File: config.mk
export PLATFORM = sky130hd
export DESIGN_NAME = json_string_unescape_utf8
export DESIGN_NICKNAME = d
export VERILOG_FILES = /design/src/hw/rtl/jsu_pkg.sv /design/src/hw/rtl/jsu_decode.sv /design/src/hw/rtl/jsu_emit.sv /design/src/hw/rtl/json_string_unescape_utf8.sv
export SDC_FILE = /design/constraint.sdc
export NUM_CORES = 1
export LEC_CHECK = 0
export BUFFER_PORTS_ARGS = -buffer_cell sky130_fd_sc_hd__buf_2
export CAP_MARGIN = 20
export CORE_ASPECT_RATIO = 0.5
export CORE_UTILIZATION = 60
export DETAILED_ROUTE_END_ITERATION = 8
export HOLD_SLACK_MARGIN = 0.06
export PLACE_DENSITY = 0.77
export SLEW_MARGIN = 20
export SYNTH_ARGS = -nofsm -noshare
export SYNTH_HDL_FRONTEND = slang
export SYNTH_SLANG_ARGS = --single-unit
export TNS_END_PERCENT = 5
File: constraint.sdc
create_clock -name clk -period 8.3 [get_ports clk]
set_input_delay 0.415 -clock clk [delete_from_list [all_inputs] [get_ports clk]]
set_output_delay 0.415 -clock clk [all_outputs]
set_load 0.005 [all_outputs]
File: src/hw/rtl/jsu_pkg.sv
// ----------------------------------------------------------------------------
// jsu_pkg: shared types and constants of the JSON string unescaper
// Scan phase codes, result item layout, result group and small helpers for
// hex digit decoding and UTF-8 encoding.
// ----------------------------------------------------------------------------
package jsu_pkg;

    typedef enum logic [5:0] {
        PH_TEXT        = 6'b000001,
        PH_ESC         = 6'b000010,
        PH_HEX         = 6'b000100,
        PH_AFTER_HI    = 6'b001000,
        PH_AFTER_HI_BS = 6'b010000,
        PH_LOW_HEX     = 6'b100000
    } phase_t;

    localparam logic [1:0] ST_OK        = 2'd0;
    localparam logic [1:0] ST_BAD_UNI   = 2'd1;
    localparam logic [1:0] ST_BAD_PAIR  = 2'd2;
    localparam logic [1:0] ST_UNTERM    = 2'd3;

    localparam logic [7:0] CH_QUOTE  = 8'h22;
    localparam logic [7:0] CH_BSLASH = 8'h5C;
    localparam logic [7:0] CH_B      = 8'h62;
    localparam logic [7:0] CH_F      = 8'h66;
    localparam logic [7:0] CH_N      = 8'h6E;
    localparam logic [7:0] CH_R      = 8'h72;
    localparam logic [7:0] CH_T      = 8'h74;
    localparam logic [7:0] CH_U      = 8'h75;

    localparam logic [15:0] HI_SURR_MIN = 16'hD800;
    localparam logic [15:0] HI_SURR_MAX = 16'hDBFF;
    localparam logic [20:0] LO_SURR_BASE = 21'h00DC00;
    localparam logic [20:0] SUPP_BASE    = 21'h010000;

    localparam int unsigned GRP_DEPTH = 4;

    typedef struct packed {
        logic [1:0] status;
        logic       done_res;
        logic       has_byte;
        logic [7:0] out_byte;
    } res_t;

    // up to four result items caused by one input item
    typedef struct packed {
        res_t [GRP_DEPTH-1:0] res;
        logic [2:0]           n;
    } grp_t;

    // {valid, value}
    function automatic logic [4:0] hex_digit(input logic [7:0] c);
        logic [4:0] d;
        d = 5'd0;
        if (c inside {[8'h30:8'h39]})
            d = {1'b1, c[3:0]};
        else if (c inside {[8'h61:8'h66], [8'h41:8'h46]})
            d = {1'b1, c[3:0] + 4'd9};
        return d;
    endfunction

    function automatic grp_t grp_push(input grp_t g, input res_t r);
        grp_t o;
        o = g;
        o.res[g.n[1:0]] = r;
        o.n = g.n + 3'd1;
        return o;
    endfunction

    function automatic grp_t grp_byte(input grp_t g, input logic [7:0] b);
        res_t r;
        r = '0;
        r.out_byte = b;
        r.has_byte = 1'b1;
        return grp_push(g, r);
    endfunction

    function automatic grp_t grp_done(input grp_t g, input logic [1:0] st);
        res_t r;
        r = '0;
        r.done_res = 1'b1;
        r.status   = st;
        return grp_push(g, r);
    endfunction

    function automatic grp_t grp_utf8(input grp_t g, input logic [20:0] cp);
        grp_t o;
        o = g;
        if (cp < 21'h80) begin
            o = grp_byte(o, cp[7:0]);
        end
        else if (cp < 21'h800) begin
            o = grp_byte(o, {3'b110, cp[10:6]});
            o = grp_byte(o, {2'b10, cp[5:0]});
        end
        else if (cp < 21'h10000) begin
            o = grp_byte(o, {4'b1110, cp[15:12]});
            o = grp_byte(o, {2'b10, cp[11:6]});
            o = grp_byte(o, {2'b10, cp[5:0]});
        end
        else begin
            o = grp_byte(o, {5'b11110, cp[20:18]});
            o = grp_byte(o, {2'b10, cp[17:12]});
            o = grp_byte(o, {2'b10, cp[11:6]});
            o = grp_byte(o, {2'b10, cp[5:0]});
        end
        return o;
    endfunction

endpackage

File: src/hw/rtl/jsu_decode.sv
// ----------------------------------------------------------------------------
// jsu_decode: scan state and item decoder
// Turns one registered input item into a group of result items and steps the
// scan state when the item moves on.
// ----------------------------------------------------------------------------
module jsu_decode
(
    input  logic           clk,
    input  logic           rst_n,
    input  logic           mode,
    input  logic [7:0]     in_byte,
    input  logic           advance,
    output jsu_pkg::grp_t  grp
);

    jsu_pkg::phase_t phase_reg, phase_next;
    logic [1:0]      hex_count_reg, hex_count_next;
    logic [15:0]     hex_value_reg, hex_value_next;
    logic [15:0]     high_half_reg, high_half_next;

    always_comb
    begin
        jsu_pkg::grp_t g;
        logic [4:0]    dig;
        logic [15:0]   hv_sh;
        logic [20:0]   pair_cp;
        logic          done;
        logic [1:0]    done_st;
        logic          esc;
        logic          txt;

        g              = '0;
        dig            = jsu_pkg::hex_digit(in_byte);
        hv_sh          = {hex_value_reg[11:0], dig[3:0]};
        pair_cp        = jsu_pkg::SUPP_BASE + {1'b0, high_half_reg[9:0], 10'd0}
                         + {5'd0, hv_sh} - jsu_pkg::LO_SURR_BASE;
        done           = 1'b0;
        done_st        = jsu_pkg::ST_OK;
        esc            = 1'b0;
        txt            = 1'b0;
        phase_next     = phase_reg;
        hex_count_next = hex_count_reg;
        hex_value_next = hex_value_reg;
        high_half_next = high_half_reg;

        if (mode)
        begin
            done = 1'b1;
            case (phase_reg)
                jsu_pkg::PH_HEX:     done_st = jsu_pkg::ST_BAD_UNI;
                jsu_pkg::PH_LOW_HEX: done_st = jsu_pkg::ST_BAD_PAIR;
                jsu_pkg::PH_AFTER_HI, jsu_pkg::PH_AFTER_HI_BS:
                begin
                    g       = jsu_pkg::grp_utf8(g, {5'd0, high_half_reg});
                    done_st = jsu_pkg::ST_UNTERM;
                end
                default:             done_st = jsu_pkg::ST_UNTERM;
            endcase
        end
        else
        begin
            case (phase_reg)
                jsu_pkg::PH_ESC: esc = 1'b1;
                jsu_pkg::PH_HEX, jsu_pkg::PH_LOW_HEX:
                begin
                    if (!dig[4])
                    begin
                        done    = 1'b1;
                        done_st = (phase_reg == jsu_pkg::PH_HEX) ?
                                  jsu_pkg::ST_BAD_UNI : jsu_pkg::ST_BAD_PAIR;
                    end
                    else if (hex_count_reg != 2'd3)
                    begin
                        hex_value_next = hv_sh;
                        hex_count_next = hex_count_reg + 2'd1;
                    end
                    else
                    begin
                        hex_count_next = 2'd0;
                        hex_value_next = 16'd0;
                        phase_next     = jsu_pkg::PH_TEXT;
                        if (phase_reg == jsu_pkg::PH_LOW_HEX)
                            g = jsu_pkg::grp_utf8(g, pair_cp);
                        else if (hv_sh >= jsu_pkg::HI_SURR_MIN &&
                                 hv_sh <= jsu_pkg::HI_SURR_MAX)
                        begin
                            high_half_next = hv_sh;
                            phase_next     = jsu_pkg::PH_AFTER_HI;
                        end
                        else
                            g = jsu_pkg::grp_utf8(g, {5'd0, hv_sh});
                    end
                end
                jsu_pkg::PH_AFTER_HI:
                begin
                    if (in_byte == jsu_pkg::CH_BSLASH)
                        phase_next = jsu_pkg::PH_AFTER_HI_BS;
                    else
                    begin
                        g   = jsu_pkg::grp_utf8(g, {5'd0, high_half_reg});
                        txt = 1'b1;
                    end
                end
                jsu_pkg::PH_AFTER_HI_BS:
                begin
                    if (in_byte == jsu_pkg::CH_U)
                    begin
                        phase_next     = jsu_pkg::PH_LOW_HEX;
                        hex_count_next = 2'd0;
                        hex_value_next = 16'd0;
                    end
                    else
                    begin
                        g   = jsu_pkg::grp_utf8(g, {5'd0, high_half_reg});
                        esc = 1'b1;
                    end
                end
                default: txt = 1'b1;
            endcase
        end

        if (txt)
        begin
            phase_next = jsu_pkg::PH_TEXT;
            if (in_byte == jsu_pkg::CH_QUOTE)
            begin
                done    = 1'b1;
                done_st = jsu_pkg::ST_OK;
            end
            else if (in_byte == jsu_pkg::CH_BSLASH)
                phase_next = jsu_pkg::PH_ESC;
            else
                g = jsu_pkg::grp_byte(g, in_byte);
        end

        if (esc)
        begin
            phase_next = jsu_pkg::PH_TEXT;
            case (in_byte)
                jsu_pkg::CH_B: g = jsu_pkg::grp_byte(g, 8'h08);
                jsu_pkg::CH_F: g = jsu_pkg::grp_byte(g, 8'h0C);
                jsu_pkg::CH_N: g = jsu_pkg::grp_byte(g, 8'h0A);
                jsu_pkg::CH_R: g = jsu_pkg::grp_byte(g, 8'h0D);
                jsu_pkg::CH_T: g = jsu_pkg::grp_byte(g, 8'h09);
                jsu_pkg::CH_U:
                begin
                    phase_next     = jsu_pkg::PH_HEX;
                    hex_count_next = 2'd0;
                    hex_value_next = 16'd0;
                end
                default:       g = jsu_pkg::grp_byte(g, in_byte);
            endcase
        end

        // end of string clears the scan state
        if (done)
        begin
            g              = jsu_pkg::grp_done(g, done_st);
            phase_next     = jsu_pkg::PH_TEXT;
            hex_count_next = 2'd0;
            hex_value_next = 16'd0;
            high_half_next = 16'd0;
        end

        grp = g;
    end

    always_ff @(posedge clk or negedge rst_n)
    begin
        if (!rst_n)
        begin
            phase_reg     <= jsu_pkg::PH_TEXT;
            hex_count_reg <= 2'd0;
            hex_value_reg <= 16'd0;
            high_half_reg <= 16'd0;
        end
        else if (advance)
        begin
            phase_reg     <= phase_next;
            hex_count_reg <= hex_count_next;
            hex_value_reg <= hex_value_next;
            high_half_reg <= high_half_next;
        end
    end

endmodule

File: src/hw/rtl/jsu_emit.sv
// ----------------------------------------------------------------------------
// jsu_emit: result buffer
// Holds one group of up to four result items and hands them out one per
// handshake, taking the next group as the last item leaves.
// ----------------------------------------------------------------------------
module jsu_emit
(
    input  logic           clk,
    input  logic           rst_n,
    input  logic           load,
    input  jsu_pkg::grp_t  grp,
    output logic           can_load,
    output logic           m_tvalid,
    input  logic           m_tready,
    output logic [7:0]     m_tdata,   // out_byte
    output logic           m_tlast,   // done_res
    output logic [2:0]     m_tuser    // has_byte, status[1:0]
);

    jsu_pkg::res_t [jsu_pkg::GRP_DEPTH-1:0] res_reg, res_next;
    logic [2:0] cnt_reg, cnt_next;
    logic       pop;

    assign pop      = (cnt_reg != 3'd0) && m_tready;
    assign can_load = (cnt_reg == 3'd0) || ((cnt_reg == 3'd1) && m_tready);

    always_comb
    begin
        res_next = res_reg;
        cnt_next = cnt_reg;
        if (load)
        begin
            res_next = grp.res;
            cnt_next = grp.n;
        end
        else if (pop)
        begin
            res_next = {jsu_pkg::res_t'('0), res_reg[jsu_pkg::GRP_DEPTH-1:1]};
            cnt_next = cnt_reg - 3'd1;
        end
    end

    always_ff @(posedge clk or negedge rst_n)
    begin
        if (!rst_n)
            cnt_reg <= 3'd0;
        else
            cnt_reg <= cnt_next;
    end

    always_ff @(posedge clk)
    begin
        res_reg <= res_next;
    end

    assign m_tvalid = (cnt_reg != 3'd0);
    assign m_tdata  = res_reg[0].out_byte;
    assign m_tlast  = res_reg[0].done_res;
    assign m_tuser  = {res_reg[0].status, res_reg[0].has_byte};

endmodule

File: src/hw/rtl/json_string_unescape_utf8.sv
// ----------------------------------------------------------------------------
// json_string_unescape_utf8: JSON string body to UTF-8 decoder
// Input register, decoder with scan state and a result buffer.
// ----------------------------------------------------------------------------
// Usage:
//   s_* carries the string body one byte per item, starting after the opening
//   quote; s_tuser high marks an end-of-text item (s_tdata ignored).
//   m_* carries decoded bytes (m_tuser[0] high) and, on m_tlast, the end of a
//   string with its status in m_tuser[2:1]: ok, bad \u escape, bad surrogate
//   pair, unterminated. A new string starts after each end.
//   An accepted item passes the input register, then the result buffer.
//   Throughput: one item per cycle while each item gives at most one result.
//   An item giving n results (up to four, surrogate and \u output) holds the
//   result buffer until all n are taken; the input register keeps one more
//   item. Items that give no result (backslash, hex digits) skip the result
//   buffer. Reset clears the scan state and both registers; the decoder starts
//   in plain text. When m_tready is low the buffer holds its item and s_tready
//   drops once the input register holds an item with results.
// ----------------------------------------------------------------------------
module json_string_unescape_utf8
(
    input  logic       clk,
    input  logic       rst_n,
    input  logic       s_tvalid,
    output logic       s_tready,
    input  logic [7:0] s_tdata,   // in_byte
    input  logic       s_tuser,   // mode
    output logic       m_tvalid,
    input  logic       m_tready,
    output logic [7:0] m_tdata,   // out_byte
    output logic       m_tlast,   // done_res
    output logic [2:0] m_tuser    // has_byte, status[1:0]
);

    logic          in_valid_reg;
    logic          in_mode_reg;
    logic [7:0]    in_byte_reg;
    logic          advance;
    logic          can_load;
    jsu_pkg::grp_t grp;

    assign advance  = in_valid_reg && ((grp.n == 3'd0) || can_load);
    assign s_tready = !in_valid_reg || advance;

    always_ff @(posedge clk or negedge rst_n)
    begin
        if (!rst_n)
            in_valid_reg <= 1'b0;
        else if (s_tvalid && s_tready)
            in_valid_reg <= 1'b1;
        else if (advance)
            in_valid_reg <= 1'b0;
    end

    always_ff @(posedge clk)
    begin
        if (s_tvalid && s_tready)
        begin
            in_mode_reg <= s_tuser;
            in_byte_reg <= s_tdata;
        end
    end

    jsu_decode u_decode
    (
        .clk     (clk),
        .rst_n   (rst_n),
        .mode    (in_mode_reg),
        .in_byte (in_byte_reg),
        .advance (advance),
        .grp     (grp)
    );

    jsu_emit u_emit
    (
        .clk      (clk),
        .rst_n    (rst_n),
        .load     (advance && (grp.n != 3'd0)),
        .grp      (grp),
        .can_load (can_load),
        .m_tvalid (m_tvalid),
        .m_tready (m_tready),
        .m_tdata  (m_tdata),
        .m_tlast  (m_tlast),
        .m_tuser  (m_tuser)
    );

    a_done_clean: assert property (@(posedge clk) disable iff (!rst_n)
        m_tvalid && m_tlast |-> m_tdata == 8'd0 && !m_tuser[0])
        else $error("end item carries a byte");

    a_byte_clean: assert property (@(posedge clk) disable iff (!rst_n)
        m_tvalid && !m_tlast |-> m_tuser[0] && m_tuser[2:1] == jsu_pkg::ST_OK)
        else $error("byte item malformed");

    a_grp_size: assert property (@(posedge clk) disable iff (!rst_n)
        in_valid_reg |-> grp.n <= 3'd4)
        else $error("result group overflow");

    a_in_held: assert property (@(posedge clk) disable iff (!rst_n)
        in_valid_reg && !advance |=> in_valid_reg)
        else $error("pending item lost");

endmodule

* Yosys cells after proc, flatten, opt, wreduce, memory -nomap -nowiden
Index checks and enable logic that the tools add are counted.
** Storage, ports and cells
- Register bits :: 101
- Input port bits :: 13
- Output and inout bits :: 14
- Logic and storage cells :: 218
** Cells by class
- Add/subtract/negate cells :: 9
- $lt $le $gt $ge :: 21
- Eq/ne operators :: 23
- Muxes and demuxes :: 94
- Bitwise logic cells :: 15
- Reductions and logical operators :: 32
** Operators with widths (number)
- 51-bit 2-to-1 mux :: 17
- 51-bit case mux with 6 select lines :: 1
- 16-bit 2-to-1 mux :: 14
- 51-bit case mux with 3 select lines :: 1
- 48-bit bitwise mux :: 3
- 48-bit 2-to-1 mux :: 3
- 36-bit AND :: 3
- 36-bit NOT :: 3
- 12-bit demux with 2-bit select :: 3
- 36-bit 2-to-1 mux :: 2
- 6-bit 2-to-1 mux :: 10
- 8-bit by 7-bit == test with 1-bit output, second input constant :: 7
- 40-bit AND :: 1
- 40-bit NOT :: 1
- 12-bit 2-to-1 mux :: 3
- 12-bit OR :: 3
- 32-bit AND :: 1
- 16-bit by 12-bit < comparator with 1-bit output, second input constant :: 2
- 16-bit by 8-bit < comparator with 1-bit output, second input constant :: 2
- 32-bit NOT :: 1
- 16-bit case mux with 2 select lines :: 1
- 2-bit 2-to-1 mux :: 14
- 17-bit by 20-bit adder with 21-bit output, first input constant :: 1
- 21-bit by 16-bit adder with 21-bit output :: 1
- other kinds (47) :: 96

* Longest topological paths before layout
- Depth after elaboration :: 44
- Depth in mapped cells :: 30
- Depth with buffers taken out :: 26

* Hierarchy
Synthesis repeated with hierarchy kept, for this count alone.
** Unflattened totals
- Cells, all modules :: 845
- Area total of the unflattened synthesis :: 7727.4 µm²
** Modules (own cells, without submodules)
- jsu_decode :: times used 1, cells an instance 687, area an instance 4969.8 µm², seq. area each 902.1 µm²
- jsu_emit :: times used 1, cells an instance 140, area an instance 2408.6 µm², seq. area each 1516.5 µm²
- json_string_unescape_utf8 :: times used 1, cells an instance 18, area an instance 349.1 µm², seq. area each 295.3 µm²

* Worst setup path before layout
OpenSTA, ideal clock, no wires.
- Kind :: register -> register
- From :: reg u_decode.hex_value_reg[7]
- To :: reg u_emit.cnt_reg[0]
- Library setup time :: 0.126 ns
- Data arrival time :: 7.001 ns
- Required time :: 8.174 ns
- Setup slack :: 1.173 ns
- Cell stages (with the launch flop) :: 27
- Buffers on the path :: 2
- Period minus slack after synthesis :: 7.127 ns
- Cells stage by stage :: dfrtp_1 -> ha_1 -> ha_1 -> inv_1 -> fa_1 -> nor2b_1 -> o21ai_0 -> a311oi_1 -> nand3_1 -> o21ai_0 -> and2_1 -> nor2_1 -> inv_1 -> ha_1 -> nand2_1 -> o21ai_0 -> ha_1 -> a222oi_1 -> inv_1 -> ha_1 -> a222oi_1 -> a21boi_1 -> a31o_1 -> buf_2 -> buf_2 -> nand2_1 -> o211a_1
** On the way
- Longest elaborated chain between the ends :: 25
- Elaborated cells on any way between the ends :: 37
- Classes of those cells :: add/sub: 5; order compare: 7; mux: 18; reduce/logical: 7
** RTL lines
- start, declared :: RTL line jsu_decode.sv:18 : logic [15:0] hex_value_reg, hex_value_next;
- start signal, assigned :: RTL line jsu_decode.sv:181 : hex_value_reg <= hex_value_next;
- 21-bit by 16-bit adder with 21-bit output :: RTL line jsu_decode.sv:36 : + {5'd0, hv_sh} - jsu_pkg::LO_SURR_BASE;
- 21-bit by 16-bit subtractor with 21-bit output :: RTL line jsu_decode.sv:36
- 21-bit by 17-bit < comparator with 1-bit output :: RTL line jsu_pkg.sv:96 : else if (cp < 21'h10000) begin
- 48-bit 2-to-1 mux :: RTL line jsu_pkg.sv:96
- 51-bit 2-to-1 mux :: RTL line jsu_pkg.sv:92 : else if (cp < 21'h800) begin
- 51-bit 2-to-1 mux :: RTL line jsu_pkg.sv:89 : if (cp < 21'h80) begin
- 51-bit 2-to-1 mux (*) :: RTL line jsu_decode.sv:82 : if (phase_reg == jsu_pkg::PH_LOW_HEX)
- 51-bit 2-to-1 mux (*) :: RTL line jsu_decode.sv:72 : else if (hex_count_reg != 2'd3)
- (+9 left out)
- 51-bit 2-to-1 mux (*) :: RTL line jsu_decode.sv:136 : if (esc)
- 3-bit by 1-bit adder with 3-bit output :: RTL line jsu_pkg.sv:66 : o.n = g.n + 3'd1;
- 51-bit 2-to-1 mux (*) :: RTL line jsu_decode.sv:156 : if (done)
- 3-bit logical NOT :: RTL line json_string_unescape_utf8.sv:42 : assign advance = in_valid_reg && ((grp.n == 3'd0) || can_load);
- 1-bit logical OR :: RTL line json_string_unescape_utf8.sv:42
- 1-bit logical AND :: RTL line json_string_unescape_utf8.sv:42
- 1-bit logical AND :: RTL line json_string_unescape_utf8.sv:78 : .load (advance && (grp.n != 3'd0)),
- 3-bit 2-to-1 mux or 2-bit nonzero test (tied branches)
- end signal, assigned :: RTL line jsu_emit.sv:48 : cnt_reg <= cnt_next;
- end, declared :: RTL line jsu_emit.sv:21 : logic [2:0] cnt_reg, cnt_next;
Mark *: on every way between the ends. The rest lies on a longest branch, timed or not.
A chain may end at the register's enable or synchronous reset.

==> metrics.md <==
| Metric | Value |
|---|---|
| Number of global-route vias before repair | 6966 |
| Cell taking the most area after synthesis | edfxtp_1 |
| Most common cell in the synthesized netlist | nand2_1 |
| Latest clock arrival within the worst-skew pair | approximately 0.35 ns |
| Synthesized flop and latch total | 97 |
| Total CTS buffers | 9 |
| Placed Area | 7880 µm² |
| Post-route cell area | about 8200 µm² |
| CTS max path bufs | 2 |
| Yosys Warn Count | 0 |
| Final Net Count | approximately 930 |
| Power, Total | around 1900 µW |
| I/O pin count | 27 |
| Antenna viol nets, final | 0 |
| Setup bufs post-CTS | 0 |
| Part of the Yosys area used for sequential elements | 0.349 |
| RSZ-0062 raised after global routing | no |
| Achievable frequency | roughly 130 MHz |
| Top FF cell, synth | edfxtp_1 |
| Sink Count | 97 |
| Startpoint types | flop |
| Mapped cell area | 7780 µm² |
| Die X-Extent | 163 µm |
| FFs w/ async S/R, synth | 0.412 |
| DR vias | 7789 |
| Core Region | roughly 12000 µm² |
| CP Max Fanout | 60 |
| PortBufs | 26 |
| Synth Instances | 906 |
| Post_cts resized | 0 |
| Kind of end point of the critical path | flop |
| Hold Vio Cnt, Final | 0 |
| Seq. cell area | approximately 2700 µm² |
| First-pass GRT wire length | 42400 µm |
| Post-route minimum period | roughly 7.8 ns |
| Routed wire per std cell | 26.9 µm |
| Worst slew pin tran | roughly 1.1 ns |
| PwrDens | 227 nW/µm² |
| Iter 0 DRT Violations | 1248 |
| Rel. slew slack | 0.260 |
| Layout cells sized above 1 | 0.0999 |
| Average vias per placed instance | 7.38 |
| Syn Nets | about 950 |
| Yosys top cell area share | 0.220 |
| Syn-to-layout area delta | 5.00% |
| Skew final | around 0.013 ns |
| Critical Path AT | 7.86 ns |
| # setup viols final | 0 |
| Max reg flops | 36 |
| Area contributors post-synth | edfxtp_1 (22%), dfrtp_1 (13%), nand2_1 (5.5%) |
| Residual DRC | 0 |
| Leak | 0.00324 µW |
| Post-place setup slack | around 0.54 ns |
| H-Tree Depth | 3 |
| Placement row count | 28 |
| Max Slew Vio Count | 0 |
| Peak VDD IR | 272 µV |
| CTS tree | done |
| Area of the multi-input gates | 4590 µm² |
| Clock root buffer | clkbuf_16 |
| Max-cap violations | 0 |
| Die ar. | 13500 µm² |
| Post-synth top cells | nand2_1 (114), nor2_1 (67), a21oi_1 (59), edfxtp_1 (57), o21ai_0 (50) |
| Req. time, crit path | ~8.4 ns |
| GRT Total Usage | 0.434 |
| Gpl congestion | 1.04 |
| Worst min path class | input pin to asynchronous set/reset pin |
| CTS clk-pin slew, worst paths | 0.07 ns |
| Initial antenna violation count | 1 |
| Die height | 82.5 µm |
| Critical path class | flop to flop |
| DRT Wirelength | between 20000 and 30000 µm |
| Syn_area_per_cell | 8.59 µm² |
| Final HPWL DP | 21500 µm |
| Initial Util | 0.637 |
| ANT cells | 0 |
| Post-synth cell types | 88 |
| Final TNS setup | 0 ns |
| Drt first pass iters | 6 |
| CTS hold repair buffers | 0 |
| Setup WS post-layout | slightly above 0.5 ns |
| Tcrit/Tclk final | 0.939 |
| Fillers | 973 |
| Largest net degree at the start of global routing | 61 |
| Post-synth EDFFs | 57 |
| Gr ovfl total | 0 |
| Outcome | finished clean |
==> cell type report <==
| type | instances | area share |
|---|---|---|
| clock buffers | 10 | 0.0280 |
| clock inverters | 6 | 0.00597 |
| inverters | 37 | 0.0170 |
| multi-input cells | 700 | 0.562 |
| flip-flops and latches | 97 | 0.332 |
| well taps | 165 | 0.0253 |
| repair buffers | 41 | 0.0297 |
==> per-stage QoR <==
stage,util,hold WS [ns],cells
CTS,0.667,0.221,1056
finish,0.668,0.207,1056
global route,0.668,0.235,1056
detailed placement,0.644,0.509,1040
floorplan,-,0.119,906
global placement,0.644,0.482,1040
==> report_power, final <==
part	switching (µW)	internal [µW]
logic	444	209
clock network	204	208
registers	86.0	706
total	733	1120
==> worst max-delay path: stages (launching register included) <==
cell       delay, ns
edfxtp_1        0.63
inv_1           0.21
ha_1            0.31
a2111oi_2       0.56
a21oi_2         0.29
or4_1           0.83
a311oi_4        0.40
and2_1          0.23
nor2_1          0.11
inv_1           0.10
ha_1            0.27
nand2_1         0.07
o21ai_0         0.16
ha_1            0.33
a222oi_1        0.47
inv_1           0.14
ha_1            0.30
a222oi_1        0.29
a21boi_1        0.50
a31o_2          0.29
buf_4           0.52
buf_4           0.35
o31ai_1         0.13
==> path summary, 6_finish.rpt <==
check                                                      startpoint                                     to  slack, ns  cells past startpoint
worst max-delay path                         in_byte_reg[0]$_DFFE_PP_            u_emit.m_tuser[1]$_DFFE_PP_       0.51                     22
worst min-delay path                                            rst_n  u_decode.hex_value_reg[4]$_DFFE_PN0N_       0.21                      1
worst max register to register               in_byte_reg[0]$_DFFE_PP_            u_emit.m_tuser[1]$_DFFE_PP_       0.51                     22
worst min register to register  u_decode.hex_count_reg[1]$_DFFE_PN0N_  u_decode.hex_count_reg[1]$_DFFE_PN0N_       0.53                      1
max in group asynchronous                                       rst_n  u_decode.high_half_reg[9]$_DFFE_PN0P_       7.51                      1
min in group clk                                           s_tdata[2]               in_byte_reg[2]$_DFFE_PP_       0.24                      1
==> cells in the final DEF (no fill, tap or decap), types with 8 or more instances in the layout <==
cell type / instances
a221oi_1: 11
o21ai_0: 50
clkbuf_16: 9
nand2b_1: 9
buf_2: 26
o21ai_1: 16
mux2i_1: 8
and3_1: 9
a21o_1: 10
edfxtp_1: 57
a31oi_1: 17
inv_1: 37
dfrtp_1: 39
a22o_1: 14
o31ai_1: 31
a22oi_1: 9
nor3_1: 18
buf_4: 15
nor2b_1: 14
nor2_1: 67
ha_1: 33
nand3_1: 24
and2_1: 14
a311oi_1: 8
a21oi_1: 59
o211ai_1: 15
nand2_1: 113
==> routing by layer <==
metal / wire, µm / vias up / GRT usage
met5: 13 / - / 0
li1: - / 3359 / -
met1: 11800 / 3725 / 0.601
met4: 572 / 2 / 0.106
met2: 11400 / 641 / 0.626
met3: 4620 / 62 / 0.174
==> logic make-up (layout without fill, tap and decap cells) <==
| logic type | after synthesis | count (layout) | share of synthesized area |
|---|---|---|---|
| buffers and inverters | 109 | 94 | 0.0638 |
| DFF | 97 | 97 | 0.349 |
| AOI/OAI and AO/OA | 317 | 317 | 0.293 |
| muxes | 15 | 15 | 0.0204 |
| adders and majority gates | 34 | 34 | 0.0556 |
| xor gates and xnor gates | 11 | 11 | 0.0124 |
| and+or+nand+nor | 323 | 323 | 0.206 |
No activity file was read; power rests on OpenSTA's default activity.
